<file path="config.mk">
export PLATFORM = sky130hd
export DESIGN_NAME = pdgb_rem
export DESIGN_NICKNAME = d
export VERILOG_FILES = /design/src/hdl/pdgb_pkg.sv /design/src/hdl/pdgb_rem.sv
export SDC_FILE = /design/constraint.sdc
export NUM_CORES = 1
export LEC_CHECK = 0
export BUFFER_PORTS_ARGS = -buffer_cell sky130_fd_sc_hd__buf_2
export CAP_MARGIN = 20
export CORE_MARGIN = 1.5
export CORE_UTILIZATION = 35
export CTS_BUF_LIST = sky130_fd_sc_hd__clkbuf_2 sky130_fd_sc_hd__clkbuf_4 sky130_fd_sc_hd__clkbuf_8
export CTS_CLUSTER_DIAMETER = 40
export DETAILED_ROUTE_END_ITERATION = 8
export GPL_TIMING_DRIVEN = 1
export REMOVE_ABC_BUFFERS = 1
export SKIP_CTS_REPAIR_TIMING = 1
export SYNTH_ARGS = -nofsm -noshare
export SYNTH_HDL_FRONTEND = slang
export SYNTH_SLANG_ARGS = --single-unit
export TNS_END_PERCENT = 100
</file>
<file path="constraint.sdc">
create_clock -name clk -period 6.8 [get_ports clk]
set_clock_uncertainty 0.2 [all_clocks]
set_input_delay 2.04 -clock clk [delete_from_list [all_inputs] [get_ports clk]]
set_output_delay 2.04 -clock clk [all_outputs]
set_load 0.02 [all_outputs]
</file>
<file path="src/hdl/pdgb_pkg.sv">
package pdgb_pkg;

    // default sizes
    localparam int MAX_COMPONENTS_DEF = 4;
    localparam int GRID_X_DEF         = 16;
    localparam int GRID_Y_DEF         = 16;
    localparam int GRID_Z_DEF         = 16;
    localparam int COUNT_BITS_DEF     = 32;

    // fixed field widths
    localparam int CYCLE_W    = 32;
    localparam int POS_W      = 32;
    localparam int COEF_W     = 21;
    localparam int FRAC_W     = 36;
    localparam int ROW_W      = 63;
    localparam int PERIOD_W   = 16;
    localparam int CFG_IDX_W  = 3;
    localparam int BIN_W      = 8;
    localparam int GRID_MAX_W = 9;
    localparam int RES_CNT_W  = 32;

    // command codes
    localparam logic CMD_BIN  = 1'b0;
    localparam logic CMD_READ = 1'b1;

    // grid select codes
    localparam logic GRID_BOX   = 1'b0;
    localparam logic GRID_FRAME = 1'b1;

    // register indexes
    localparam logic [CFG_IDX_W-1:0] REG_BOX_A   = 3'd0;
    localparam logic [CFG_IDX_W-1:0] REG_BOX_B   = 3'd1;
    localparam logic [CFG_IDX_W-1:0] REG_BOX_C   = 3'd2;
    localparam logic [CFG_IDX_W-1:0] REG_FRAME_A = 3'd3;
    localparam logic [CFG_IDX_W-1:0] REG_FRAME_B = 3'd4;
    localparam logic [CFG_IDX_W-1:0] REG_FRAME_C = 3'd5;
    localparam logic [CFG_IDX_W-1:0] REG_PERIOD  = 3'd6;
    localparam logic [CFG_IDX_W-1:0] REG_USE_FW  = 3'd7;

    typedef logic [BIN_W-1:0] bin_t;

    typedef struct packed {
        bin_t x;
        bin_t y;
        bin_t z;
    } bins_t;

    typedef struct packed {
        logic                     cmd;
        logic [CYCLE_W-1:0]       cycle_number;
        logic [1:0]               component;
        logic signed [POS_W-1:0]  pos_x;
        logic signed [POS_W-1:0]  pos_y;
        logic signed [POS_W-1:0]  pos_z;
        logic                     which_grid;
        logic [3:0]               read_bin_x;
        logic [3:0]               read_bin_y;
        logic [3:0]               read_bin_z;
    } in_item_t;

    typedef struct packed {
        logic                 was_sampled;
        logic [3:0]           box_bin_x;
        logic [3:0]           box_bin_y;
        logic [3:0]           box_bin_z;
        logic [RES_CNT_W-1:0] bin_count;
    } out_item_t;

    typedef enum logic [2:0] {
        ST_CLEAR,
        ST_IDLE,
        ST_CALC,
        ST_ADDR,
        ST_READ,
        ST_UPDATE
    } state_t;

endpackage

</file>
<file path="src/hdl/pdgb_rem.sv">
module pdgb_rem (
    input  logic                           clk,
    input  logic                           rst_n,
    input  logic                           go,
    input  logic [pdgb_pkg::CYCLE_W-1:0]   dividend,
    input  logic [pdgb_pkg::PERIOD_W-1:0]  divisor,
    output logic                           done,
    output logic                           zero
);

    localparam int CNT_W = $clog2(pdgb_pkg::CYCLE_W);
    localparam int DW    = pdgb_pkg::PERIOD_W;

    logic             run_reg, run_next;
    logic             done_reg, done_next;
    logic [CNT_W-1:0] cnt_reg, cnt_next;
    logic [pdgb_pkg::CYCLE_W-1:0] quo_reg, quo_next;
    logic [DW-1:0]    rem_reg, rem_next;
    logic [DW-1:0]    d_reg, d_next;
    logic [DW:0]      shifted;
    logic [DW:0]      diff;

    // one restoring step per cycle, msb first
    always_comb
    begin
        run_next  = run_reg;
        done_next = 1'b0;
        cnt_next  = cnt_reg;
        quo_next  = quo_reg;
        rem_next  = rem_reg;
        d_next    = d_reg;
        shifted   = {rem_reg, quo_reg[pdgb_pkg::CYCLE_W-1]};
        diff      = shifted - {1'b0, d_reg};
        if (go)
        begin
            run_next = 1'b1;
            cnt_next = '0;
            quo_next = dividend;
            rem_next = '0;
            // a zero period behaves as one
            d_next   = (divisor == '0) ? DW'(1) : divisor;
        end
        else if (run_reg)
        begin
            quo_next = quo_reg << 1;
            rem_next = (shifted >= {1'b0, d_reg}) ? diff[DW-1:0] : shifted[DW-1:0];
            cnt_next = cnt_reg + CNT_W'(1);
            if (cnt_reg == CNT_W'(pdgb_pkg::CYCLE_W - 1))
            begin
                run_next  = 1'b0;
                done_next = 1'b1;
            end
        end
    end

    always_ff @(posedge clk or negedge rst_n)
    begin
        if (!rst_n)
        begin
            run_reg  <= 1'b0;
            done_reg <= 1'b0;
            cnt_reg  <= '0;
        end
        else
        begin
            run_reg  <= run_next;
            done_reg <= done_next;
            cnt_reg  <= cnt_next;
        end
    end

    always_ff @(posedge clk)
    begin
        quo_reg <= quo_next;
        rem_reg <= rem_next;
        d_reg   <= d_next;
    end

    assign done = done_reg;
    assign zero = (rem_reg == '0);

endmodule

</file>
# --- Word-level counts from Yosys, hierarchy flattened ---
# Index checks and enable logic that the tools add are counted.
totals:
  in_bits: 51
  out_inout_bits: 2
  elab_cells: 24
  regBits: 71
classes:
  n_mux: 11
  eq_ne: 1
  add_sub_neg: 2
  reduce_logical: 3
  order_cmp: 1
op_table:
  columns: ["operator", "n"]
  rows:
  - ["32-bit 2-to-1 mux", 2]
  - ["16-bit logical NOT", 2]
  - ["17-bit by 16-bit >= comparator with 1-bit output", 1]
  - ["16-bit 2-to-1 mux", 1]
  - ["16-bit subtractor", 1]
  - ["5-bit 2-to-1 mux", 2]
  - ["1-bit 2-to-1 mux", 6]
  - ["5-bit by 1-bit adder with 5-bit output, second input constant", 1]
  - ["5-bit equality test, second input constant", 1]
  - ["2-bit nonzero test", 1]

# --- Logic depth before layout (Yosys ltp) ---
logic_depth:
  word_depth: 4
  depth_mapped: 10
  mapped_depth_nobuf: 10

# --- Least setup slack after synthesis ---
# Ideal clock, no wire load.
synth_path:
  kind: "input to register"
  from: "input go"
  to: "register quo_reg[0] in the netlist's numbering (enable)"
  required_time_ns: 6.213
  stages: 3
  arrival_ns: 3.009
  n_path_buf: 1
  path_slack_ns: 3.204
  cell_sequence: "clkbuf_1 > nor2_1 > inv_1"
synth_via:
  elab_chain_len: 1
synth_lines:
  columns: ["element", "line_no", "source"]
  rows:
  - ["start: declaration", "pdgb_rem.sv:4", "input logic go,"]
  - ["2-bit nonzero test (no line)", null, null]
  - ["end signal: assignment", "pdgb_rem.sv:74", "quo_reg <= quo_next;"]
  - ["end: declaration", "pdgb_rem.sv:17", "logic [pdgb_pkg::CYCLE_W-1:0] quo_reg, quo_next;"]
# Every way passes these cells.
# A chain may end at the register's enable or synchronous reset.

# --- Final worst setup path ---
layout_path:
  from: "register rem_reg[0]"
  to: "output zero"
layout_via:
  elab_chain_len: 1
layout_lines:
  columns: ["element", "line_no", "source"]
  rows:
  - ["start: declaration", "pdgb_rem.sv:18", "logic [DW-1:0] rem_reg, rem_next;"]
  - ["start signal: assignment", "pdgb_rem.sv:75", "rem_reg <= rem_next;"]
  - ["16-bit logical NOT", "pdgb_rem.sv:80", "assign zero = (rem_reg == '0);"]
  - ["end: declaration", "pdgb_rem.sv:8", "output logic zero"]
# Every way passes these cells.

==> summary.txt <==
Placement
  – DP Area: roughly 4400 um2
  – # port buffers: 52
  – Inst Count DP: 530
  – DP Wirelength: a little over 6000 um
  – Placer Congestion: approximately 0.85

Logic synthesis
  – XOR/XNOR share of the synthesized area: under 10%
  – Simple-Gate Fraction of Synth Area: between 10% and 20%
  – Post-synth EDFFs: between 40 and 50
  – Area leader, netlist: edfxtp_1
  – Post-synth top cells: edfxtp_1 (48), mux2_2 (31), nor2_1 (23)
  – Mapped cell area: roughly 4000 um2
  – #FFs+latches synth: 71
  – Synth Warn #: 0
  – Synth cell types: 60
  – Compound-gate portion of the synthesized area: approximately 17%
  – Most frequent cell after synthesis: edfxtp_1
  – Share of synthesized area spent on multiplexers: a little under a tenth
  – Commonest register cell after synthesis: edfxtp_1
  – Seq/Total Area, Yosys: 48.4%
  – Syn Inst Count: between 300 and 400
  – Synth async-reset ratio: about 9.9%
  – Main combinational cell family by area after synthesis: compound AO/OA/AOI/OAI gates
  – Synth top area share: between 30 and 40%
  – Avg Inst Size Synth: 11.0 um2
  – Top cells by area, synth: edfxtp_1 (36%), mux2_2 (8.7%), dfxtp_1 (8.0%), ha_1 (5.6%), dfrtp_1 (4.4%)
  – Adder-Cell Fraction of Synth Area: around 6.1%

Route
  – First-pass DRT Iterations: 4
  – WL final: ~8400 um
  – Antenna Nets Post-Route: 0
  – DR vias/cell: approximately 5.3
  – Drt drc: 0
  – Drt initial violations: about 160
  – WL per Instance: around 15 um
  – Vias: around 2,900

Worst hold path
  – Worst hold stages: 2
  – Hold path startpoint: rem_reg[10]
  – Hold Crit Endpoint: rem_reg[10]
  – Hold crit path type: flop to flop

Worst setup path
  – R2R setup slack: about 4100 ps
  – Critical path startpoint category: flop
  – R2R cell count: 8
  – Crit. End Element: output pin
  – Reg-to-Reg Start: d_reg[8]
  – Setup CP Type: flop to output pin
  – Critical path required time: 4560 ps
  – Worst reg2reg endpoint: rem_reg[11]
  – Crit path max fanout: 5
  – Arrival @ worst endpoint: 1470 ps

Floorplanning
  – Chip height: around 110 um
  – Die width: 110 um
  – Total die area: between 10,000 and 15,000 um2
  – Row cnt: 38
  – Starting Density: between 30% and 40%
  – Placeable Area: 11,000 um2
  – Ports: 53

Layout
  – Cell Count, Final, Fillers Out: 546
  – Nets: 471
  – Layout area overhead: 14.0%
  – Antenna diode count: 0
  – Fin area: about 4600 um2
  – Max FFs per register: 32
  – Share of cells above drive strength 1: roughly 28%

Timing
  – Final hold violations: 0
  – Final worst-path cycle share: between 50% and 60%
  – Slew margin rel.: 48.3%
  – RSZ-0062 raised after global routing: no
  – Measured slew at the worst slew-check pin: between 700 and 800 ps
  – Min cycle time layout: between 3000 and 4000 ps
  – Final setup vio count: 0
  – Setup_tns: 0 ps
  – Hold slack: ~330 ps
  – Max Fclk: 269 MHz
  – Final Max Tran Viols: 0

Global route
  – Initial antenna violation count: 0
  – Global-route wire length before repair: 13,900 um
  – Pin count of the biggest net entering global routing: 67
  – Total gr overflow: 0
  – GRT Total Usage: approximately 15%
  – Number of global-route vias before repair: approximately 2,900

Clock tree
  – Sink Count: 71
  – Clock Root Buffer: clkbuf_8
  – Htree depth: 3
  – CTS tree: built
  – Number of buffers created by CTS: 9
  – Clk_lat worst skew: 340 ps
  – Clk pin slew, worst setup/hold paths: approximately 70 ps
  – Longest Clk Path Bufs: 2

Power and ir drop
  – Sw Pwr: between 0.0005 and 0.0006 W
  – Power, Total: approximately 0.0015 W
  – Leakage: between 1.5 and 2 nW
  – Combinational power share: roughly two fifths
  – Cell Int Power: roughly 0.00097 W
  – Maximum VDD drop: roughly 0.14 mV
  – PwrDens: 331 nW/um2
  – Clock share of power: between 20 and 25%
  – Reg power frac: 38.8%
  – Switching share of power: approximately 36%

Outcome
  – Status: complete, no violations

Job
  – MaxCap Viol Count: 0
-- stage by stage --
step	setup slack (ps)	util, %
floorplan	3360	-
global placement	2860	39.5
detailed placement	3010	39.7
CTS	3040	41.6
global route	3010	41.6
finish	3090	41.6
-- worst max-delay path, cell delays in order, from the launching register on --
cell and delay [ps]:
dfxtp_1 370, nor4_1 320, and4_1 260, buf_2 180
-- per-layer routing --
metal | track usage, % | part of all wire, % | up-vias | wire length, um
met1 | 19.6 | 46 | 1388 | 3910
met5 | 0 | 0 | - | 0
met4 | 7.05 | 1.8 | 0 | 148
met3 | 3.88 | 5.6 | 14 | 471
li1 | - | - | 1442 | -
met2 | 23.7 | 46 | 77 | 3920
-- final cells by class --
| cell class | count | area, um2 |
|---|---|---|
| repair buffers | 55 | 303 |
| multi-input cells | 244 | 1870 |
| clock buffers | 12 | 159 |
| fillers | 1054 | 6420 |
| flip-flops and latches | 71 | 1940 |
| inverters | 20 | 75.1 |
| clock inverters | 4 | 43.8 |
| well taps | 140 | 175 |
-- power by group through the flow --
stage / Clock, W / Combinational [W] / Sequential, W
after floorplan: 0 / 0.000445 / 0.000572
after global routing: 0.000363 / 0.000649 / 0.000595
after detailed placement: 0 / 0.000578 / 0.000594
final: 0.000338 / 0.000587 / 0.000586
after global placement: 0 / 0.000571 / 0.000593
after CTS: 0.000349 / 0.000583 / 0.000585
-- layout by cell type, fill, tap and decap left out, types with 4 or more instances in the layout --
cell type  count
a211oi_1       5
a21o_1         7
a21oi_1       11
a21oi_2        4
a311oi_1       6
buf_2         52
clkbuf_8      11
dfrtp_1        7
dfxtp_1       16
edfxtp_1      48
ha_1          18
inv_1         20
mux2_2        31
nand2_1       18
nand2b_1       8
nand3_1       10
nor2_1        23
nor3_1         6
nor4_1         8
o211ai_1       8
o21ai_0       13
o31ai_1        4
xnor2_1        6
xor2_1         6
-- worst max-delay path by stage --
stage / cells after the start / slack [ps] / start / end
finish: 3 / 3090 / rem_reg[0] / zero
global route: 3 / 3010 / rem_reg[11] / zero
CTS: 3 / 3040 / rem_reg[0] / zero
detailed placement: 4 / 3010 / go / quo_reg[7]
global placement: 3 / 2860 / go / quo_reg[7]
floorplan: 2 / 3360 / go / quo_reg[0]
-- logic make-up (layout without fill, tap and decap cells) --
logic type / count (synthesis) / after routing
muxes: 33 / 33
xor gates and xnor gates: 12 / 12
DFF: 71 / 71
and+or+nand+nor: 92 / 92
adders and majority gates: 19 / 19
buffers and inverters: 48 / 91
AOI/OAI and AO/OA: 88 / 88
(Power assumes the default switching activity.)
