File: src/hdl/pdgb_pkg.sv
package pdgb_pkg;

    // default sizes
    localparam int MAX_COMPONENTS_DEF = 4;
    localparam int GRID_X_DEF         = 16;
    localparam int GRID_Y_DEF         = 16;
    localparam int GRID_Z_DEF         = 16;
    localparam int COUNT_BITS_DEF     = 32;

    // fixed field widths
    localparam int CYCLE_W    = 32;
    localparam int POS_W      = 32;
    localparam int COEF_W     = 21;
    localparam int FRAC_W     = 36;
    localparam int ROW_W      = 63;
    localparam int PERIOD_W   = 16;
    localparam int CFG_IDX_W  = 3;
    localparam int BIN_W      = 8;
    localparam int GRID_MAX_W = 9;
    localparam int RES_CNT_W  = 32;

    // command codes
    localparam logic CMD_BIN  = 1'b0;
    localparam logic CMD_READ = 1'b1;

    // grid select codes
    localparam logic GRID_BOX   = 1'b0;
    localparam logic GRID_FRAME = 1'b1;

    // register indexes
    localparam logic [CFG_IDX_W-1:0] REG_BOX_A   = 3'd0;
    localparam logic [CFG_IDX_W-1:0] REG_BOX_B   = 3'd1;
    localparam logic [CFG_IDX_W-1:0] REG_BOX_C   = 3'd2;
    localparam logic [CFG_IDX_W-1:0] REG_FRAME_A = 3'd3;
    localparam logic [CFG_IDX_W-1:0] REG_FRAME_B = 3'd4;
    localparam logic [CFG_IDX_W-1:0] REG_FRAME_C = 3'd5;
    localparam logic [CFG_IDX_W-1:0] REG_PERIOD  = 3'd6;
    localparam logic [CFG_IDX_W-1:0] REG_USE_FW  = 3'd7;

    typedef logic [BIN_W-1:0] bin_t;

    typedef struct packed {
        bin_t x;
        bin_t y;
        bin_t z;
    } bins_t;

    typedef struct packed {
        logic                     cmd;
        logic [CYCLE_W-1:0]       cycle_number;
        logic [1:0]               component;
        logic signed [POS_W-1:0]  pos_x;
        logic signed [POS_W-1:0]  pos_y;
        logic signed [POS_W-1:0]  pos_z;
        logic                     which_grid;
        logic [3:0]               read_bin_x;
        logic [3:0]               read_bin_y;
        logic [3:0]               read_bin_z;
    } in_item_t;

    typedef struct packed {
        logic                 was_sampled;
        logic [3:0]           box_bin_x;
        logic [3:0]           box_bin_y;
        logic [3:0]           box_bin_z;
        logic [RES_CNT_W-1:0] bin_count;
    } out_item_t;

    typedef enum logic [2:0] {
        ST_CLEAR,
        ST_IDLE,
        ST_CALC,
        ST_ADDR,
        ST_READ,
        ST_UPDATE
    } state_t;

endpackage

File: src/hdl/pdgb_mac.sv
module pdgb_mac #(
    parameter int GRID_X = pdgb_pkg::GRID_X_DEF,
    parameter int GRID_Y = pdgb_pkg::GRID_Y_DEF,
    parameter int GRID_Z = pdgb_pkg::GRID_Z_DEF
) (
    input  logic                               clk,
    input  logic                               rst_n,
    input  logic                               go,
    input  logic [5:0][pdgb_pkg::ROW_W-1:0]    mtx,
    input  logic signed [pdgb_pkg::POS_W-1:0]  pos_x,
    input  logic signed [pdgb_pkg::POS_W-1:0]  pos_y,
    input  logic signed [pdgb_pkg::POS_W-1:0]  pos_z,
    output logic                               done,
    output pdgb_pkg::bins_t                    box_bins,
    output pdgb_pkg::bins_t                    frame_bins
);

    localparam int FW   = pdgb_pkg::FRAC_W;
    localparam int CW   = pdgb_pkg::COEF_W;
    localparam int PW   = pdgb_pkg::POS_W;
    localparam int GW   = pdgb_pkg::GRID_MAX_W;
    localparam int PROD_W = CW + PW;

    // issue counters: matrix row 0..5, column 0..2
    logic       run_reg, run_next;
    logic [2:0] row_reg, row_next;
    logic [1:0] col_reg, col_next;

    // multiply stage
    logic signed [CW-1:0]     coef;
    logic signed [PW-1:0]     pos;
    logic signed [PROD_W-1:0] prod;
    logic [FW-1:0]            prod_reg;
    logic                     p_vld_reg, p_first_reg, p_last_reg;
    logic [2:0]               p_row_reg;

    // accumulate stage, only the fraction bits matter
    logic [FW-1:0] acc_reg;
    logic          a_done_reg;
    logic [2:0]    a_row_reg;

    // bin stage
    logic [FW+GW-1:0] scaled_x, scaled_y, scaled_z;
    logic             done_reg;
    pdgb_pkg::bins_t  box_reg, frame_reg;

    always_comb
    begin
        run_next = run_reg;
        row_next = row_reg;
        col_next = col_reg;
        if (go)
        begin
            run_next = 1'b1;
            row_next = '0;
            col_next = '0;
        end
        else if (run_reg)
        begin
            if (col_reg == 2'd2)
            begin
                col_next = '0;
                row_next = row_reg + 3'd1;
                if (row_reg == 3'd5)
                begin
                    run_next = 1'b0;
                end
            end
            else
            begin
                col_next = col_reg + 2'd1;
            end
        end
    end

    always_comb
    begin
        unique case (col_reg)
            2'd0:
            begin
                coef = mtx[row_reg][0 +: CW];
                pos  = pos_x;
            end
            2'd1:
            begin
                coef = mtx[row_reg][CW +: CW];
                pos  = pos_y;
            end
            default:
            begin
                coef = mtx[row_reg][2*CW +: CW];
                pos  = pos_z;
            end
        endcase
        prod = coef * pos;
    end

    always_comb
    begin
        scaled_x = (FW+GW)'(acc_reg) * (FW+GW)'(GRID_X);
        scaled_y = (FW+GW)'(acc_reg) * (FW+GW)'(GRID_Y);
        scaled_z = (FW+GW)'(acc_reg) * (FW+GW)'(GRID_Z);
    end

    always_ff @(posedge clk or negedge rst_n)
    begin
        if (!rst_n)
        begin
            run_reg    <= 1'b0;
            row_reg    <= '0;
            col_reg    <= '0;
            p_vld_reg  <= 1'b0;
            a_done_reg <= 1'b0;
            done_reg   <= 1'b0;
        end
        else
        begin
            run_reg    <= run_next;
            row_reg    <= row_next;
            col_reg    <= col_next;
            p_vld_reg  <= run_reg;
            a_done_reg <= p_vld_reg && p_last_reg;
            done_reg   <= a_done_reg && (a_row_reg == 3'd5);
        end
    end

    always_ff @(posedge clk)
    begin
        prod_reg    <= prod[FW-1:0];
        p_first_reg <= (col_reg == 2'd0);
        p_last_reg  <= (col_reg == 2'd2);
        p_row_reg   <= row_reg;
        if (p_vld_reg)
        begin
            acc_reg   <= (p_first_reg ? '0 : acc_reg) + prod_reg;
            a_row_reg <= p_row_reg;
        end
        if (a_done_reg)
        begin
            unique case (a_row_reg)
                3'd0: box_reg.x   <= pdgb_pkg::bin_t'(scaled_x >> FW);
                3'd1: box_reg.y   <= pdgb_pkg::bin_t'(scaled_y >> FW);
                3'd2: box_reg.z   <= pdgb_pkg::bin_t'(scaled_z >> FW);
                3'd3: frame_reg.x <= pdgb_pkg::bin_t'(scaled_x >> FW);
                3'd4: frame_reg.y <= pdgb_pkg::bin_t'(scaled_y >> FW);
                3'd5: frame_reg.z <= pdgb_pkg::bin_t'(scaled_z >> FW);
                default: ;
            endcase
        end
    end

    assign done       = done_reg;
    assign box_bins   = box_reg;
    assign frame_bins = frame_reg;

endmodule

File: config.mk
export PLATFORM = sky130hd
export DESIGN_NAME = pdgb_mac
export DESIGN_NICKNAME = d
export VERILOG_FILES = /design/src/hdl/pdgb_pkg.sv /design/src/hdl/pdgb_mac.sv
export SDC_FILE = /design/constraint.sdc
export NUM_CORES = 2
export LEC_CHECK = 0
export ABC_AREA = 1
export BUFFER_PORTS_ARGS = -buffer_cell sky130_fd_sc_hd__buf_2
export CAP_MARGIN = 15
export CORE_ASPECT_RATIO = 1.25
export CORE_UTILIZATION = 53
export DETAILED_ROUTE_END_ITERATION = 8
export GPL_ROUTABILITY_DRIVEN = 0
export HOLD_SLACK_MARGIN = 0.1
export PLACE_DENSITY = 0.87
export SETUP_SLACK_MARGIN = 0.1
export SLEW_MARGIN = 5
export SYNTH_ARGS = -nofsm -noshare
export SYNTH_HDL_FRONTEND = slang
export SYNTH_SLANG_ARGS = --single-unit
File: constraint.sdc
create_clock -name clk -period 7.2 [get_ports clk]
set_input_delay 0.72 -clock clk [delete_from_list [all_inputs] [get_ports clk]]
set_output_delay 0.72 -clock clk [all_outputs]
set_load 0.02 [all_outputs]
==> results of run 1 <==
[synthesized netlist by cell type (all sizes together) (2+ instances only)]
cell type  instances
xor2              46
nand3            152
nand4             22
a31oi             10
a21boi             2
buf              115
fa               441
a21o               3
nor2             433
nand3b             2
o221ai             5
o21ai            136
a32o               3
o21a              29
a21oi             88
ha               152
nor3              12
nand2            875
xnor2             29
dfxtp             41
o2111ai            2
clkbuf            65
dfrtp              9
or2                9
clkinv             5
o22a              16
nor4               2
edfxtp            63
o22ai             17
o21bai             5
inv              884
o211ai            26
[routing by layer]
metal / GRT usage (%) / overflow
met1: 66.1 / 9
met2: 84.2 / 214
met3: 60.0 / 16
met4: 70.1 / 115
met5: 42.0 / 1
[kinds of logic after synthesis]
| family | synth area share [%] |
|---|---|
| other | 0.0140 |
| flip-flops | 11.0 |
| AO/OA/AOI/OAI | 7.73 |
| adder cells (fa/ha/maj) | 40.1 |
| AND/OR/NAND/NOR | 22.6 |
| buffers and inverters | 16.2 |
| XOR/XNOR | 2.45 |
[metrics by stage]
stage          util [%]  TNS [ns]  hold slack (ns)  setup WS [ns]  cells
2_1_floorplan         -         0            0.372          0.116   3731
3_5_place_dp       65.2     -3.72            0.393         -0.464   5046
4_1_cts            68.8    -0.271            0.157        -0.0832   5127
3_3_place_gp       65.2    -0.853            0.387         -0.205   5046
[timing repair]
| item | in CTS |
|---|---|
| cloned | 7 |
| setup endpoints to repair | 23 |
| pin swaps | 54 |
| resized for setup | 163 |
| setup buffers | 42 |
| hold endpoints to repair | 0 |
==> results list, run 1 <==
- The run stopped with a tool error.
* Last step reached: 5_1_grt
- The tool reported: "[ERROR GRT-0232] Routing congestion too high. Check the congestion heatmap in the GUI".
- In the synthesized netlist the dominant register cell turns out to be sky130_fd_sc_hd__edfxtp_1.
* Depth of the CTS H-tree: 4
- The cell area that synthesis handed to floorplanning was 0.0268 mm².
* Post-cts hold buffer count: 0
- Initial cell density of the core: 54.0%
- Buffers placed on the I/O ports in this run total 501.
- Width of the die: 203 µm
* Vertical extent of the die: 253 µm
- Synth cell types: 58
- Counting flops with a built-in enable in the synthesized netlist gives 63.
* Share of Yosys cell area claimed by the top area cell type: 33.0%
- The clock drives 113 sinks.
- 526 I/O pins were placed.
- Final HPWL from detailed placement: 83.2 mm
* Number of rows created at floorplan: 91
- Final global-route overflow total: 355
- Flip-flop and latch count after synthesis: 113
- Entering global routing, the biggest net connects 65 pins.
- Yosys attributes the largest share of cell area to sky130_fd_sc_hd__fa_1, sky130_fd_sc_hd__nand2_1, sky130_fd_sc_hd__inv_1.
* Total placed instance area: 0.0324 mm²
- Worst Endpoint after GRT Repair: prod_reg[32]$_DFF_P_/D
* Synthesized netlist cell count: 3708
- Counting the buffers created by CTS gives 17.
* Register area share after synthesis: 11.0%
- Worst endpoint kind after the last repair: register data pin
- Cell accounting for the most synthesized area: sky130_fd_sc_hd__fa_1
- Clock tree buffer depth: 2
- Clock tree synthesis selected as its root buffer the cell sky130_fd_sc_hd__clkbuf_16.
- In the synthesized netlist the async set-or-reset flop fraction comes to 7.96%.
* Synthesized area per cell: 7.22 µm²
- During synthesis, Yosys emitted a total of 0 warnings.
* Overall Global Routing Usage: 69.8%
==> run 2, diff against run 1 <==
--- a/config.mk
+++ b/config.mk
@@ -8,13 +8,10 @@
 export ABC_AREA = 1
 export BUFFER_PORTS_ARGS = -buffer_cell sky130_fd_sc_hd__buf_2
 export CAP_MARGIN = 15
-export CORE_ASPECT_RATIO = 1.25
-export CORE_UTILIZATION = 53
+export CORE_UTILIZATION = 40
 export DETAILED_ROUTE_END_ITERATION = 8
 export GPL_ROUTABILITY_DRIVEN = 0
-export HOLD_SLACK_MARGIN = 0.1
-export PLACE_DENSITY = 0.87
-export SETUP_SLACK_MARGIN = 0.1
+export PLACE_DENSITY_LB_ADDON = 0.15
 export SLEW_MARGIN = 5
 export SYNTH_ARGS = -nofsm -noshare
 export SYNTH_HDL_FRONTEND = slang
==> constraint.sdc (replaced) <==
create_clock -name clk -period 9.4 [get_ports clk]
set_input_delay 0.94 -clock clk [delete_from_list [all_inputs] [get_ports clk]]
set_output_delay 0.94 -clock clk [all_outputs]
set_load 0.02 [all_outputs]
==> run 2 against run 1 <==
Effect of this change: synthesized cell count is the same; synthesized area did not move; the flow now finishes, with violations (design-rule violations).
==> results list, run 2 <==
- For this run, the post-layout net count is 5221.
* Post-Synthesis Cell Area: 0.0268 mm²
- The commonest cells after synthesis are sky130_fd_sc_hd__nand2_1, sky130_fd_sc_hd__inv_1, sky130_fd_sc_hd__fa_1.
- Relative to the synthesized area, the layout overhead comes to 14.9%.
- STA puts the critical path data required time at 9.73 ns.
- Across the whole layout, storage elements account for 0.00294 mm².
- Post-synth ARST share: 7.96%
- Once routing completed, OpenROAD measured the worst setup slack at 0.758 ns.
- Per-cell routed wire length: 20.6 µm
- Measured along the y axis, the die boundary spans 261 µm.
- Maximum net fanout on the critical path: 37
* Number of remaining DRC errors: 32
- Number of rows created at floorplan: 94
- CTS clock-pin slew for the worst setup and hold paths: 0.06 ns
- A synthesized cell averages 7.22 µm².
* Status: complete, but fails checks
* Cell mode on critical path: sky130_fd_sc_hd__nand2_1
* Area of the placeable core: 0.0660 mm²
* Buffers on Ports: 501
- Violated checks: design-rule violations
- Gates resized during post-CTS repair numbered 0.
* Starting DRT DRC Count: 2197
* Share of cells above drive strength 1: 15.8%
- The clock arrives with 0.0100 ns of skew.
* Width of the die: 261 µm
- Routed via count: 25500
* Final setup TNS: 0 ns
* Synthesized netlist cell count: 3708
- Total area of multi-input combinational cells: 0.0196 mm²
- Ranking of synthesized cells by area: sky130_fd_sc_hd__fa_1, sky130_fd_sc_hd__nand2_1, sky130_fd_sc_hd__inv_1
- Number of hold violations in the final report: 0
* Share of Yosys cell area claimed by the top area cell type: 33.0%
- Critical path endpoint category: register
- Source-to-sink clock delay at the later pin of the worst-skew pair: 0.43 ns
- In the synthesized netlist the dominant register cell turns out to be sky130_fd_sc_hd__edfxtp_1.
- The longest clock path from root to sink contains 2 buffers.
* Transition time of the tightest slew-check pin: 1.02 ns
- Number of global-route vias before repair: 25700
* Area of the die: 0.0680 mm²
- Global-route wire length before repair: 154 mm
- TritonCTS built the clock tree.
- sky130_fd_sc_hd__fa_1 takes more of the synthesized area than any other cell.
- The tool flagged a number of max-cap violations equal to 0.
* Register area share after synthesis: 11.0%
- Detailed placement ended at an HPWL of 87.1 mm.
- Final core occ: 46.6%
- Most used cells in the layout excluding fill and tap cells: sky130_fd_sc_hd__nand2_1, sky130_fd_sc_hd__inv_1, sky130_fd_sc_hd__buf_2
- The total overflow left after global routing is 0.
- Flip-flop and latch count after synthesis: 113
* Min-delay worst type: in2async
* Clock sink count: 113
- Number of vias per cell after detailed routing: 5.07
- The number of buffers and inverters on the critical path is 7.
- Leading cell type by number of instances after synthesis: sky130_fd_sc_hd__nand2_1
* Depth of the CTS H-tree: 4
* Number of antenna violations at the first check in global routing: 6
* Number of nets with antenna violations after detailed routing: 0
* Kind of critical path: reg2reg
* Setup repair after global routing missed its margin: false
- Portion of the clock cycle consumed by the worst path in the final layout: 91.9%
- Initial cell density of the core: 40.6%
- Slowest Stage Delay on Critical Path: 0.76 ns
- The worst pin sits at a relative slew slack of 32.2%.
- The Yosys step of the flow raised 0 warnings.
* Final setup fails: 0
* CTS buffer count: 17
- Fin crit period: 8.64 ns
* Total wirelength of the detailed-routed design: 104 mm
- Entering global routing, the biggest net connects 88 pins.
- The slowest stage of the critical path belongs to the cell sky130_fd_sc_hd__inv_1.
* Post-cts hold buffer count: 0
- The tree is rooted in a sky130_fd_sc_hd__clkbuf_16.
- For this run, the top clock speed supported by timing is 116 MHz.
- STA puts the critical path data arrival time at 8.97 ns.
* Overall Global Routing Usage: 30.8%
- Startpoint Class: register
- Synth cell types: 58
- Counting flops with a built-in enable in the synthesized netlist gives 63.
- The library cell used most frequently in the layout, excluding fill and tap cells, is sky130_fd_sc_hd__nand2_1.
* Worst slack at placement: 0.920 ns
- The number of max-slew violations in the final report came to 0.
* Post-CTS setup buffer count: 0
* Length of the first detailed-routing pass in iterations: 8
* Filler cells: 6884
- Top-level I/O count: 526
- Family with the most delay on the worst path: adder cells
==> run 2: cell counts after synthesis <==
No cell type changed its count.
==> run 2: kinds of logic (layout without fill, tap and decap cells) <==
family | after synthesis | after routing | share of synthesized area (%)
buffers and inverters | 1069 | 1502 | 16.2
other | 1 | 29 | 0.0140
adder cells (fa/ha/maj) | 593 | 593 | 40.1
AND/OR/NAND/NOR | 1509 | 1509 | 22.6
AO/OA/AOI/OAI | 348 | 348 | 7.73
flip-flops | 113 | 113 | 11.0
XOR/XNOR | 75 | 75 | 2.45
==> run 2: routing by layer <==
| layer | global-route usage [%] | vias up | share of wire (%) |
|---|---|---|---|
| met5 | 0 | - | 0.018 |
| met3 | 5.46 | 189 | 9.3 |
| met4 | 14.3 | 2 | 5.1 |
| met1 | 39.8 | 12200 | 40 |
| li1 | - | 11800 | - |
| met2 | 50.0 | 1245 | 45 |
==> run 2: stage by stage <==
| step | area (µm²) | std cells | hold slack [ns] |
|---|---|---|---|
| 6_report | 30800 | 5033 | 0.371 |
| 5_1_grt | 30800 | 5031 | 0.377 |
| 4_1_cts | 30800 | 5028 | 0.368 |
| 3_5_place_dp | 30200 | 4996 | 0.389 |
| 3_3_place_gp | 30200 | 4996 | 0.386 |
| 2_1_floorplan | 26900 | 3731 | 0.372 |
==> run 2: path summary, 6_finish.rpt <==
check | startpoint | end | slack [ns] | depth (start not counted)
setup / recovery | row_reg[1] | prod_reg[35] | 0.76 | 30
hold / removal | rst_n | done | 0.37 | 1
setup reg to reg | row_reg[1] | prod_reg[35] | 0.76 | 30
hold reg to reg | p_row_reg[1] | a_row_reg[1] | 0.40 | 0
max in group asynchronous | rst_n | row_reg[0] | 8.79 | 1
min in group clk | p_row_reg[1] | a_row_reg[1] | 0.40 | 0
==> run 2: area by class of cell <==
| class | instances | share of cell area (%) |
|---|---|---|
| Clock buffer | 17 | 1.38 |
| Sequential cell | 113 | 9.56 |
| Clock inverter | 15 | 0.529 |
| Antenna cell | 5 | 0.0407 |
| Multi-Input combinational cell | 2549 | 63.7 |
| Tap cell | 864 | 3.51 |
| Timing Repair Buffer | 581 | 10.4 |
| Inverter | 889 | 10.9 |
Power of run 2 is left out: the tool's default activity adds up to more than one toggle a clock period on the data nets, which glitch-free logic cannot reach.
